`config.mk`:
```
export PLATFORM = sky130hd
export DESIGN_NAME = keypad_press_classifier_core_flat
export DESIGN_NICKNAME = d
export VERILOG_FILES = /design/src/hw/rtl/kpc_pkg.sv /design/src/hw/rtl/kpc_if.sv /design/src/hw/rtl/kpc_lane.sv /design/src/hw/rtl/kpc_merge.sv /design/src/hw/rtl/keypad_press_classifier_core.sv /design/src/flat_wrapper.sv
export SDC_FILE = /design/constraint.sdc
export NUM_CORES = 1
export LEC_CHECK = 0
export ABC_AREA = 0
export BUFFER_PORTS_ARGS = -buffer_cell sky130_fd_sc_hd__buf_2
export CORE_MARGIN = 2
export CORE_UTILIZATION = 55
export DETAILED_ROUTE_END_ITERATION = 7
export GPL_TIMING_DRIVEN = 1
export PLACE_DENSITY = 0.68
export RECOVER_POWER = 50
export SETUP_SLACK_MARGIN = 0.2
export SLEW_MARGIN = 15
export SYNTH_ARGS = -nofsm -noshare
export SYNTH_HDL_FRONTEND = slang
export SYNTH_SLANG_ARGS = --single-unit
export TNS_END_PERCENT = 10
```
`constraint.sdc`:
```
create_clock -name clock -period 7.1 [get_ports clock]
set_input_delay 1.42 -clock clock [delete_from_list [all_inputs] [get_ports clock]]
set_output_delay 1.42 -clock clock [all_outputs]
set_load 0.01 [all_outputs]
```
`src/hw/rtl/kpc_pkg.sv`:
```
// ----------------------------------------------------------------------------
// kpc_pkg: keypad press classifier shared definitions
// Event codes, key indexes, register indexes, the configuration record and
// the key-pair lookup used by every lane.
// ----------------------------------------------------------------------------
package kpc_pkg;

   localparam int NUM_KEYS = 4;

   typedef logic [1:0]          key_idx_type;
   typedef logic [NUM_KEYS-1:0] key_vec_type;
   typedef logic [3:0]          ev_code_type;
   typedef logic [2:0]          csr_idx_type;
   typedef logic [15:0]         ms_type;

   // key positions
   localparam key_idx_type K_MODE = 2'd0;
   localparam key_idx_type K_SET  = 2'd1;
   localparam key_idx_type K_UP   = 2'd2;
   localparam key_idx_type K_DOWN = 2'd3;

   // event codes
   localparam ev_code_type EV_NONE      = 4'd0;
   localparam ev_code_type EV_INVALID   = 4'd1;
   localparam ev_code_type EV_SHORT     = 4'd2;
   localparam ev_code_type EV_LONG      = 4'd3;
   localparam ev_code_type EV_STUCK     = 4'd4;
   localparam ev_code_type EV_MODE_UP   = 4'd5;
   localparam ev_code_type EV_MODE_SET  = 4'd6;
   localparam ev_code_type EV_MODE_DOWN = 4'd7;
   localparam ev_code_type EV_SET_UP    = 4'd8;
   localparam ev_code_type EV_UP_DOWN   = 4'd9;

   // configuration register indexes
   localparam csr_idx_type REG_DEBOUNCE  = 3'd0;
   localparam csr_idx_type REG_SHORT_MIN = 3'd1;
   localparam csr_idx_type REG_SHORT_MAX = 3'd2;
   localparam csr_idx_type REG_LONG_MIN  = 3'd3;
   localparam csr_idx_type REG_LONG_MAX  = 3'd4;
   localparam csr_idx_type REG_FAULT     = 3'd5;
   localparam csr_idx_type REG_PRESSED   = 3'd6;

   // reset values
   localparam ms_type RST_DEBOUNCE  = 16'd50;
   localparam ms_type RST_SHORT_MIN = 16'd100;
   localparam ms_type RST_SHORT_MAX = 16'd2000;
   localparam ms_type RST_LONG_MIN  = 16'd3000;
   localparam ms_type RST_LONG_MAX  = 16'd5000;
   localparam ms_type RST_FAULT     = 16'd10000;

   typedef struct packed {
      ms_type debounce_ms;
      ms_type short_min_ms;
      ms_type short_max_ms;
      ms_type long_min_ms;
      ms_type long_max_ms;
      ms_type fault_ms;
      logic   pressed_level;
   } cfg_type;

   // combination code for a key pair; none for unsupported pairs
   function automatic ev_code_type pair_code(key_idx_type a, key_idx_type b);
      ev_code_type code;
      code = EV_NONE;
      if ((a == K_MODE && b == K_SET) || (a == K_SET && b == K_MODE)) begin
         code = EV_MODE_SET;
      end else if ((a == K_MODE && b == K_UP) || (a == K_UP && b == K_MODE)) begin
         code = EV_MODE_UP;
      end else if ((a == K_MODE && b == K_DOWN) || (a == K_DOWN && b == K_MODE)) begin
         code = EV_MODE_DOWN;
      end else if ((a == K_SET && b == K_UP) || (a == K_UP && b == K_SET)) begin
         code = EV_SET_UP;
      end else if ((a == K_UP && b == K_DOWN) || (a == K_DOWN && b == K_UP)) begin
         code = EV_UP_DOWN;
      end
      return code;
   endfunction

endpackage

```
`src/hw/rtl/kpc_if.sv`:
```
// ----------------------------------------------------------------------------
// kpc_if: keypad press classifier channel interfaces
// Poll channel, event channel and register write channel, valid/ready each.
// ----------------------------------------------------------------------------
interface kpc_req_if;
   logic        valid;
   logic        ready;
   logic [31:0] time_now;
   logic        key_mode;
   logic        key_set;
   logic        key_up;
   logic        key_down;
   logic        restart_stamps;

   modport source (output valid, time_now, key_mode, key_set, key_up, key_down,
                   restart_stamps, input ready);
   modport sink   (input valid, time_now, key_mode, key_set, key_up, key_down,
                   restart_stamps, output ready);
endinterface

interface kpc_rsp_if;
   logic       valid;
   logic       ready;
   logic [3:0] mode_event;
   logic [3:0] set_event;
   logic [3:0] up_event;
   logic [3:0] down_event;

   modport source (output valid, mode_event, set_event, up_event, down_event,
                   input ready);
   modport sink   (input valid, mode_event, set_event, up_event, down_event,
                   output ready);
endinterface

interface kpc_csr_if;
   logic        valid;
   logic        ready;
   logic [2:0]  index;
   logic [15:0] data;

   modport source (output valid, index, data, input ready);
   modport sink   (input valid, index, data, output ready);
endinterface

```
`src/hw/rtl/kpc_lane.sv`:
```
// ----------------------------------------------------------------------------
// kpc_lane: per-key press classifier
// Holds one key's timestamp, held latch and combination flag, and classifies
// the key for the poll on its inputs; state advances when the item is taken.
// ----------------------------------------------------------------------------
module kpc_lane #(
   parameter int TIME_WIDTH = 32
) (
   input  logic                    clock,
   input  logic                    reset,
   input  logic                    accept,
   input  kpc_pkg::key_idx_type    lane_id,
   input  logic [TIME_WIDTH-1:0]   now,
   input  kpc_pkg::key_vec_type    pressed,
   input  logic                    restart,
   input  kpc_pkg::cfg_type        cfg,
   output kpc_pkg::ev_code_type    ev
);
   import kpc_pkg::*;

   logic [TIME_WIDTH-1:0] stamp_ff, stamp_in;
   logic                  latch_ff, latch_in;
   logic                  combo_ff, combo_in;

   logic [TIME_WIDTH-1:0] elapsed;
   logic [TIME_WIDTH-1:0] debounce_w, short_min_w, short_max_w;
   logic [TIME_WIDTH-1:0] long_min_w, long_max_w, fault_w;
   logic [2:0]            others;
   key_idx_type           partner;
   logic                  own;
   logic                  latch_solo;
   ev_code_type           long_code;

   assign debounce_w  = TIME_WIDTH'(cfg.debounce_ms);
   assign short_min_w = TIME_WIDTH'(cfg.short_min_ms);
   assign short_max_w = TIME_WIDTH'(cfg.short_max_ms);
   assign long_min_w  = TIME_WIDTH'(cfg.long_min_ms);
   assign long_max_w  = TIME_WIDTH'(cfg.long_max_ms);
   assign fault_w     = TIME_WIDTH'(cfg.fault_ms);

   // other keys down, and which one if a single partner
   always_comb begin
      others  = 3'd0;
      partner = K_MODE;
      for (int j = 0; j < NUM_KEYS; j++) begin
         if (key_idx_type'(j) != lane_id && pressed[j]) begin
            others  = others + 3'd1;
            partner = key_idx_type'(j);
         end
      end
   end

   assign own = pressed[lane_id];

   // timestamp follows time while unlatched; restart reloads it first
   always_comb begin
      stamp_in = stamp_ff;
      if (restart || !latch_ff) begin
         stamp_in = now;
      end
   end

   assign elapsed    = now - stamp_in;
   assign latch_solo = latch_ff || (own && others == 3'd0 && elapsed < short_max_w);

   always_comb begin
      long_code = EV_NONE;
      if (others == 3'd0) begin
         long_code = EV_LONG;
      end else if (others == 3'd1) begin
         long_code = pair_code(lane_id, partner);
      end
   end

   // classification, first matching rule wins
   always_comb begin
      ev       = EV_NONE;
      latch_in = latch_solo;
      combo_in = combo_ff;
      priority if (own && !combo_ff && elapsed > long_min_w && elapsed < long_max_w
                   && long_code != EV_NONE) begin
         ev       = long_code;
         latch_in = 1'b1;
         combo_in = 1'b1;
      end else if (latch_solo && !own) begin
         latch_in = 1'b0;
         combo_in = 1'b0;
         if (elapsed <= debounce_w) begin
            ev = EV_INVALID;
         end else if (elapsed > short_min_w && elapsed < short_max_w) begin
            ev = EV_SHORT;
         end else if (elapsed > fault_w) begin
            ev = EV_STUCK;
         end
      end else if (own && elapsed >= long_max_w) begin
         ev       = EV_STUCK;
         latch_in = 1'b1;
      end else begin
         ev = EV_NONE;
      end
   end

   // key state
   always_ff @(posedge clock) begin
      if (reset) begin
         stamp_ff <= '0;
         latch_ff <= 1'b0;
         combo_ff <= 1'b0;
      end else if (accept) begin
         stamp_ff <= stamp_in;
         latch_ff <= latch_in;
         combo_ff <= combo_in;
      end
   end

`ifndef SYNTHESIS
   // a reported combination always keeps the key latched
   assert property (@(posedge clock) disable iff (reset) combo_ff |-> latch_ff)
      else $error("kpc_lane: combination flag set without latch");
   // a latched key keeps its stamp unless restarted
   assert property (@(posedge clock) disable iff (reset)
      (accept && latch_ff && !restart) |=> $stable(stamp_ff))
      else $error("kpc_lane: latched stamp moved");
   // release of a latched key clears latch and flag
   assert property (@(posedge clock) disable iff (reset)
      (accept && latch_ff && !own) |=> (!latch_ff && !combo_ff))
      else $error("kpc_lane: release left key latched");
`endif

endmodule

```
`src/hw/rtl/kpc_merge.sv`:
```
// ----------------------------------------------------------------------------
// kpc_merge: event merge and output register
// Gathers the four lane events into one result item and holds it until the
// consumer takes it; takes a new item whenever the register frees this cycle.
// ----------------------------------------------------------------------------
module kpc_merge (
   input  logic                    clock,
   input  logic                    reset,
   input  logic                    in_valid,
   output logic                    in_ready,
   input  kpc_pkg::ev_code_type    ev_mode,
   input  kpc_pkg::ev_code_type    ev_set,
   input  kpc_pkg::ev_code_type    ev_up,
   input  kpc_pkg::ev_code_type    ev_down,
   kpc_rsp_if.source               rsp
);
   import kpc_pkg::*;

   logic        valid_ff, valid_in;
   ev_code_type mode_ff, set_ff, up_ff, down_ff;
   logic        take;

   assign in_ready = !valid_ff || rsp.ready;
   assign take     = in_valid && in_ready;

   always_comb begin
      valid_in = valid_ff;
      if (take) begin
         valid_in = 1'b1;
      end else if (rsp.ready) begin
         valid_in = 1'b0;
      end
   end

   // control
   always_ff @(posedge clock) begin
      if (reset) begin
         valid_ff <= 1'b0;
      end else begin
         valid_ff <= valid_in;
      end
   end

   // payload
   always_ff @(posedge clock) begin
      if (take) begin
         mode_ff <= ev_mode;
         set_ff  <= ev_set;
         up_ff   <= ev_up;
         down_ff <= ev_down;
      end
   end

   assign rsp.valid      = valid_ff;
   assign rsp.mode_event = mode_ff;
   assign rsp.set_event  = set_ff;
   assign rsp.up_event   = up_ff;
   assign rsp.down_event = down_ff;

`ifndef SYNTHESIS
   // every taken item shows up at the output next cycle
   assert property (@(posedge clock) disable iff (reset) take |=> valid_ff)
      else $error("kpc_merge: taken item not presented");
   // an empty output register never blocks input
   assert property (@(posedge clock) disable iff (reset) !valid_ff |-> in_ready)
      else $error("kpc_merge: stalled while empty");
   // codes stay in the defined range
   assert property (@(posedge clock) disable iff (reset) valid_ff |->
      (mode_ff <= EV_UP_DOWN && set_ff <= EV_UP_DOWN &&
       up_ff <= EV_UP_DOWN && down_ff <= EV_UP_DOWN))
      else $error("kpc_merge: event code out of range");
`endif

endmodule

```
`src/hw/rtl/keypad_press_classifier_core.sv`:
```
// ----------------------------------------------------------------------------
// keypad_press_classifier_core: four-key short/long/combination classifier
//
//   channel  dir  handshake      carries
//   req_chan in   valid/ready    time_now, four key levels, restart_stamps
//   rsp_chan out  valid/ready    mode/set/up/down event codes
//   csr_chan in   valid/ready    register index, 16-bit write data
//
// One poll per cycle; a poll's result appears the cycle after it is taken.
// Four key lanes classify in parallel from registered key state and the
// current poll; one output register holds the merged result.
// Polls are taken while the output register is empty or being drained.
// Synchronous reset restores register defaults and clears key state.
// Register writes are always accepted.
// ----------------------------------------------------------------------------
module keypad_press_classifier_core #(
   parameter int TIME_WIDTH = 32
) (
   input  logic       clock,
   input  logic       reset,
   kpc_req_if.sink    req_chan,
   kpc_rsp_if.source  rsp_chan,
   kpc_csr_if.sink    csr_chan
);
   import kpc_pkg::*;

   cfg_type               cfg_ff;
   logic [TIME_WIDTH-1:0] now;
   key_vec_type           levels;
   key_vec_type           pressed;
   logic                  accept;
   logic                  in_ready;
   ev_code_type           ev [NUM_KEYS];

   // register writes
   assign csr_chan.ready = 1'b1;

   always_ff @(posedge clock) begin
      if (reset) begin
         cfg_ff.debounce_ms   <= RST_DEBOUNCE;
         cfg_ff.short_min_ms  <= RST_SHORT_MIN;
         cfg_ff.short_max_ms  <= RST_SHORT_MAX;
         cfg_ff.long_min_ms   <= RST_LONG_MIN;
         cfg_ff.long_max_ms   <= RST_LONG_MAX;
         cfg_ff.fault_ms      <= RST_FAULT;
         cfg_ff.pressed_level <= 1'b0;
      end else if (csr_chan.valid) begin
         unique case (csr_chan.index)
            REG_DEBOUNCE:  cfg_ff.debounce_ms   <= csr_chan.data;
            REG_SHORT_MIN: cfg_ff.short_min_ms  <= csr_chan.data;
            REG_SHORT_MAX: cfg_ff.short_max_ms  <= csr_chan.data;
            REG_LONG_MIN:  cfg_ff.long_min_ms   <= csr_chan.data;
            REG_LONG_MAX:  cfg_ff.long_max_ms   <= csr_chan.data;
            REG_FAULT:     cfg_ff.fault_ms      <= csr_chan.data;
            REG_PRESSED:   cfg_ff.pressed_level <= csr_chan.data[0];
            default: begin
            end
         endcase
      end
   end

   // poll decode
   assign now    = TIME_WIDTH'(req_chan.time_now);
   assign levels = {req_chan.key_down, req_chan.key_up, req_chan.key_set,
                    req_chan.key_mode};

   always_comb begin
      for (int k = 0; k < NUM_KEYS; k++) begin
         pressed[k] = (levels[k] == cfg_ff.pressed_level);
      end
   end

   assign req_chan.ready = in_ready;
   assign accept         = req_chan.valid && in_ready;

   // key lanes
   for (genvar k = 0; k < NUM_KEYS; k++) begin : g_lane
      kpc_lane #(
         .TIME_WIDTH (TIME_WIDTH)
      ) u_lane (
         .clock   (clock),
         .reset   (reset),
         .accept  (accept),
         .lane_id (key_idx_type'(k)),
         .now     (now),
         .pressed (pressed),
         .restart (req_chan.restart_stamps),
         .cfg     (cfg_ff),
         .ev      (ev[k])
      );
   end

   // merge and output register
   kpc_merge u_merge (
      .clock    (clock),
      .reset    (reset),
      .in_valid (req_chan.valid),
      .in_ready (in_ready),
      .ev_mode  (ev[K_MODE]),
      .ev_set   (ev[K_SET]),
      .ev_up    (ev[K_UP]),
      .ev_down  (ev[K_DOWN]),
      .rsp      (rsp_chan)
   );

endmodule
```
`src/flat_wrapper.sv`:
```
// flat-port wrapper written by rule: the top's interface ports become plain ports
module keypad_press_classifier_core_flat import kpc_pkg::*;
#(
   parameter int TIME_WIDTH = 32
)
  (clock, reset, req_chan_valid, req_chan_time_now, req_chan_key_mode, req_chan_key_set, req_chan_key_up, req_chan_key_down, req_chan_restart_stamps, req_chan_ready, rsp_chan_valid, rsp_chan_mode_event, rsp_chan_set_event, rsp_chan_up_event, rsp_chan_down_event, rsp_chan_ready, csr_chan_valid, csr_chan_index, csr_chan_data, csr_chan_ready);
  kpc_req_if req_chan_i ();
  kpc_rsp_if rsp_chan_i ();
  kpc_csr_if csr_chan_i ();
  input  logic clock;
  input  logic reset;
  input wire logic [$bits(req_chan_i.valid)-1:0] req_chan_valid;
  input wire logic [$bits(req_chan_i.time_now)-1:0] req_chan_time_now;
  input wire logic [$bits(req_chan_i.key_mode)-1:0] req_chan_key_mode;
  input wire logic [$bits(req_chan_i.key_set)-1:0] req_chan_key_set;
  input wire logic [$bits(req_chan_i.key_up)-1:0] req_chan_key_up;
  input wire logic [$bits(req_chan_i.key_down)-1:0] req_chan_key_down;
  input wire logic [$bits(req_chan_i.restart_stamps)-1:0] req_chan_restart_stamps;
  output wire logic [$bits(req_chan_i.ready)-1:0] req_chan_ready;
  output wire logic [$bits(rsp_chan_i.valid)-1:0] rsp_chan_valid;
  output wire logic [$bits(rsp_chan_i.mode_event)-1:0] rsp_chan_mode_event;
  output wire logic [$bits(rsp_chan_i.set_event)-1:0] rsp_chan_set_event;
  output wire logic [$bits(rsp_chan_i.up_event)-1:0] rsp_chan_up_event;
  output wire logic [$bits(rsp_chan_i.down_event)-1:0] rsp_chan_down_event;
  input wire logic [$bits(rsp_chan_i.ready)-1:0] rsp_chan_ready;
  input wire logic [$bits(csr_chan_i.valid)-1:0] csr_chan_valid;
  input wire logic [$bits(csr_chan_i.index)-1:0] csr_chan_index;
  input wire logic [$bits(csr_chan_i.data)-1:0] csr_chan_data;
  output wire logic [$bits(csr_chan_i.ready)-1:0] csr_chan_ready;
  assign req_chan_i.valid = req_chan_valid;
  assign req_chan_i.time_now = req_chan_time_now;
  assign req_chan_i.key_mode = req_chan_key_mode;
  assign req_chan_i.key_set = req_chan_key_set;
  assign req_chan_i.key_up = req_chan_key_up;
  assign req_chan_i.key_down = req_chan_key_down;
  assign req_chan_i.restart_stamps = req_chan_restart_stamps;
  assign req_chan_ready = req_chan_i.ready;
  assign rsp_chan_valid = rsp_chan_i.valid;
  assign rsp_chan_mode_event = rsp_chan_i.mode_event;
  assign rsp_chan_set_event = rsp_chan_i.set_event;
  assign rsp_chan_up_event = rsp_chan_i.up_event;
  assign rsp_chan_down_event = rsp_chan_i.down_event;
  assign rsp_chan_i.ready = rsp_chan_ready;
  assign csr_chan_i.valid = csr_chan_valid;
  assign csr_chan_i.index = csr_chan_index;
  assign csr_chan_i.data = csr_chan_data;
  assign csr_chan_ready = csr_chan_i.ready;
  keypad_press_classifier_core #(.TIME_WIDTH(TIME_WIDTH)) u_core (.clock(clock), .reset(reset), .req_chan(req_chan_i), .rsp_chan(rsp_chan_i), .csr_chan(csr_chan_i));
endmodule
```
==> impl_metrics.tcl <==
set metrics [dict create \
    async_reset_ff_frac 0 \
    syn_nets 4214 \
    hpwl_mm 85.35 \
    syn_area_um2 27810 \
    required_ns 7.36 \
    r2r_slack_ns 1.08 \
    cts_buffers 34 \
    worstSkewPairLatency_ns 0.57 \
    path_class "input pin to flip-flop" \
    wl_mm 107.9 \
    wl_per_cell_um 24.56 \
    antenna_found_initial 5 \
    final_area_um2 30080 \
    clock-sinks 249 \
    initial_core_util 0.5554 \
    worstPathArrival_ns 6.89 \
    outcome "finished with violations" \
    dr.pass1.iters 6 \
    min_to "u_core.g_lane[3].u_lane.stamp_ff[22]" \
    track_usage 0.4001 \
    clk_pin_slew_worst_paths_ns 0.06 \
    vias 29309 \
    yosys.area.top_type_share 0.2124 \
    grt_pass1_vias 27431 \
    ys_warn_count 0 \
    reg2regPathDepth 21 \
    grt-ovfl-total 0 \
    drtIter0Drc 3472 \
    fin_crit_ns 6.634 \
    tightest_slew_ns 3.980 \
    ys_top_cells_by_area "ha_1 21%, dfxtp_1 17%, nand2_1 7.8%" \
    power.density_nw_per_um2 206.3 \
    synth_cell_types 105 \
    post_dp_cell_area_um2 28930 \
    layout_commonest_cell "nand2_1" \
    synth_cells 3681 \
    placed_cells 4328 \
    io_buffer_count 77 \
    seq_area_frac_synth 0.1847 \
    violations "capacitance limit, slew limit" \
    p_leak_nw 13.55 \
    grt_max_degree 83 \
    cts-root-buf "clkbuf_16" \
    fin_cells 4393 \
    avgSynthCellArea_um2 7.554 \
    fin_crit_sh 0.9343 \
    coreArea_um2 50070 \
    cp_slowest_cell "xor2_1" \
    die_area_um2 52370 \
    htreeDepth 2 \
    crit_chain "buf_2 > nor2b_1 > nand2_1 > o21ai_0 > ha_1 > inv_1 > ha_1 > nor4_1 > o32ai_1 > a21oi_1 > o22ai_1 > xor2_1 > ha_1 > and4_1 > a221o_1 > o21ai_0 > a21oi_1 > a2111oi_0 > and3b_1 > a211o_1 > a21oi_1" \
    ant_nets 0 \
    hold_start "u_core.g_lane[3].u_lane.stamp_ff[22]" \
    top_usage_layer "met2" \
    cp.buffers_inverters 2 \
    slew_headroom -1.653 \
    r2r_end "u_core.g_lane[1].u_lane.latch_ff" \
    peakVddDrop_v 0.0002008 \
    ys.flop_type "dfxtp_1" \
    nets 4225 \
    finalSetupViolCount 0 \
    final_cell_mix "575 x nand2_1, 472 x ha_1, 416 x a21oi_1" \
    fp-row-count 82 \
    hold_viol_final 0 \
    grtUsageMet2 0.5773 \
    reg2reg_from "u_core.g_lane[1].u_lane.latch_ff" \
    grt_pass1_wl_mm 162.8 \
    final_max_slew_viol_count 239 \
    worstPathMaxFanout 11 \
    drc 0 \
    max_freq_mhz 150.7 \
    crit_path_start_kind "input pin" \
    fin_skew_ns 0.03182 \
    maxCapViolations 3 \
    die_x_um 228.9 \
    cts_tree "built" \
    ios 80 \
    netlist.top_cell.by_area "ha_1" \
    die_y_um 228.9 \
    gr-usage-met1 0.5533 \
    clock_path_buffers 3 \
    area_growth_pct 8.167 \
    hold_class "flip-flop to flip-flop" \
    cp-end-kind "flip-flop" \
    use_met3 0.1238 \
    drive_gt1_frac 0.06943 \
    crit_family "compound AO/OA/AOI/OAI gates" \
    via_per_inst 6.672 \
    fin_tns_setup_ns 0 \
    synth_edf_count 15 \
    critPathMaxStageDelay_ns 0.87 \
    rsz0062_at_grt "false" \
    ys_ff_latch 249 \
    gp_congestion 1.073 \
    holdPathStages 2 \
]
## per-stage QoR
| stage | setup slack [ns] | utilization | power, W | hold WS (ns) |
|---|---|---|---|---|
| after global placement | 0.2883 | 0.5778 | 0.004168 | 0.4404 |
| after global routing | 0.2369 | 0.6005 | 0.006489 | 0.4662 |
| after CTS | 0.6862 | 0.6010 | 0.006099 | 0.4533 |
| final | 0.4663 | 0.6007 | 0.006206 | 0.4518 |
| after floorplan | 0.6528 | - | 0.003361 | 0.4357 |
| after detailed placement | 0.1417 | 0.5778 | 0.004250 | 0.4460 |
## flip-flops by register name, summed over array words and instances (netlist names)
name,flops
u_core.g_lane.u_lane.combo_ff,4
u_core.u_merge.rsp.mode_event,3
u_core.g_lane.u_lane.latch_ff,4
u_core.u_merge.rsp.set_event,4
u_core.u_merge.rsp.down_event,4
u_core.cfg_ff,97
u_core.u_merge.rsp.valid,1
u_core.u_merge.rsp.up_event,4
u_core.g_lane.u_lane.stamp_ff,128
## worst reg2reg max path: stages, from the launching register on
cell       delay, ns
dfxtp_1         0.30
buf_4           0.16
nor2b_1         0.26
nand2_1         0.09
o21ai_0         0.09
ha_1            0.25
inv_1           0.08
ha_1            0.23
nor4_1          0.36
o32ai_1         0.20
a21oi_1         0.58
o22ai_1         0.21
xor2_1          0.87
ha_1            0.38
and4_1          0.18
a221o_1         0.35
o21ai_0         0.23
a21oi_1         0.10
a2111oi_0       0.39
and3b_1         0.22
a211o_1         0.12
a21oi_1         0.06
## per-layer routing
| metal | share of wire | routed length [um] |
|---|---|---|
| met1 | 0.43 | 46040 |
| met2 | 0.40 | 43010 |
| met3 | 0.13 | 14490 |
| met4 | 0.040 | 4330 |
| met5 | 0.00012 | 13 |
## where the power goes
group	internal (W)	total, W	leakage [nW]	switching [W]
Clock	0.00111	0.00184	0.573	0.000730
Sequential	0.00148	0.00153	2.06	0.0000514
Combinational	0.00105	0.00283	10.9	0.00178
Total	0.00364	0.00621	13.5	0.00256
## cell families after synthesis
kind of cell	after synthesis	synth area share
adder cells (fa/ha/maj)	482	0.2160
flip-flops	249	0.1847
XOR/XNOR	124	0.03933
AND/OR/NAND/NOR	1304	0.2254
multiplexers	95	0.03424
AO/OA/AOI/OAI	1093	0.2531
buffers and inverters	332	0.04707
other	2	0.0002701
## final cells by class
class,count,area (um^2)
inverters,149,559.3
repair buffers,158,958.4
flip-flops and latches,249,5135
multi-input cells,3100,21410
fillers,4734,19990
diodes,5,12.51
well taps,672,840.8
clock inverters,10,136.4
clock buffers,50,1025
## worst max-delay path by stage
stage	to	slack (ns)	cells past startpoint	startpoint
final	u_core.g_lane[1].u_lane.latch_ff	0.47	21	req_chan_restart_stamps
after global routing	u_core.u_merge.rsp.mode_event[2]	0.24	23	req_chan_time_now[0]
after CTS	u_core.u_merge.rsp.mode_event[2]	0.69	22	req_chan_time_now[0]
after detailed placement	u_core.u_merge.rsp.mode_event[2]	0.14	22	req_chan_time_now[0]
after global placement	u_core.g_lane[1].u_lane.latch_ff	0.29	22	req_chan_restart_stamps
after floorplan	u_core.u_merge.rsp.mode_event[2]	0.65	24	req_chan_restart_stamps
## synth_stat cells (all sizes together), types with 22 or more instances
master,count
dfxtp,234
a211o,24
o21bai,22
a31oi,35
clkbuf,138
and3,24
mux2i,94
xor2,44
xnor2,80
o211ai,28
nand3,50
a21oi,416
inv,148
nand2b,73
nor2,203
a21o,134
nand4,103
buf,45
o21ai,157
nor3,50
ha,472
o21a,73
nor2b,86
nand2,578
## repair_timing
item / in CTS / in global routing
resized for setup: 0 / 1
setup buffers: 0 / 0
setup endpoints to repair: 0 / 1
hold buffers: 0 / 0
Note: power is estimated with default switching activity, not from simulation.
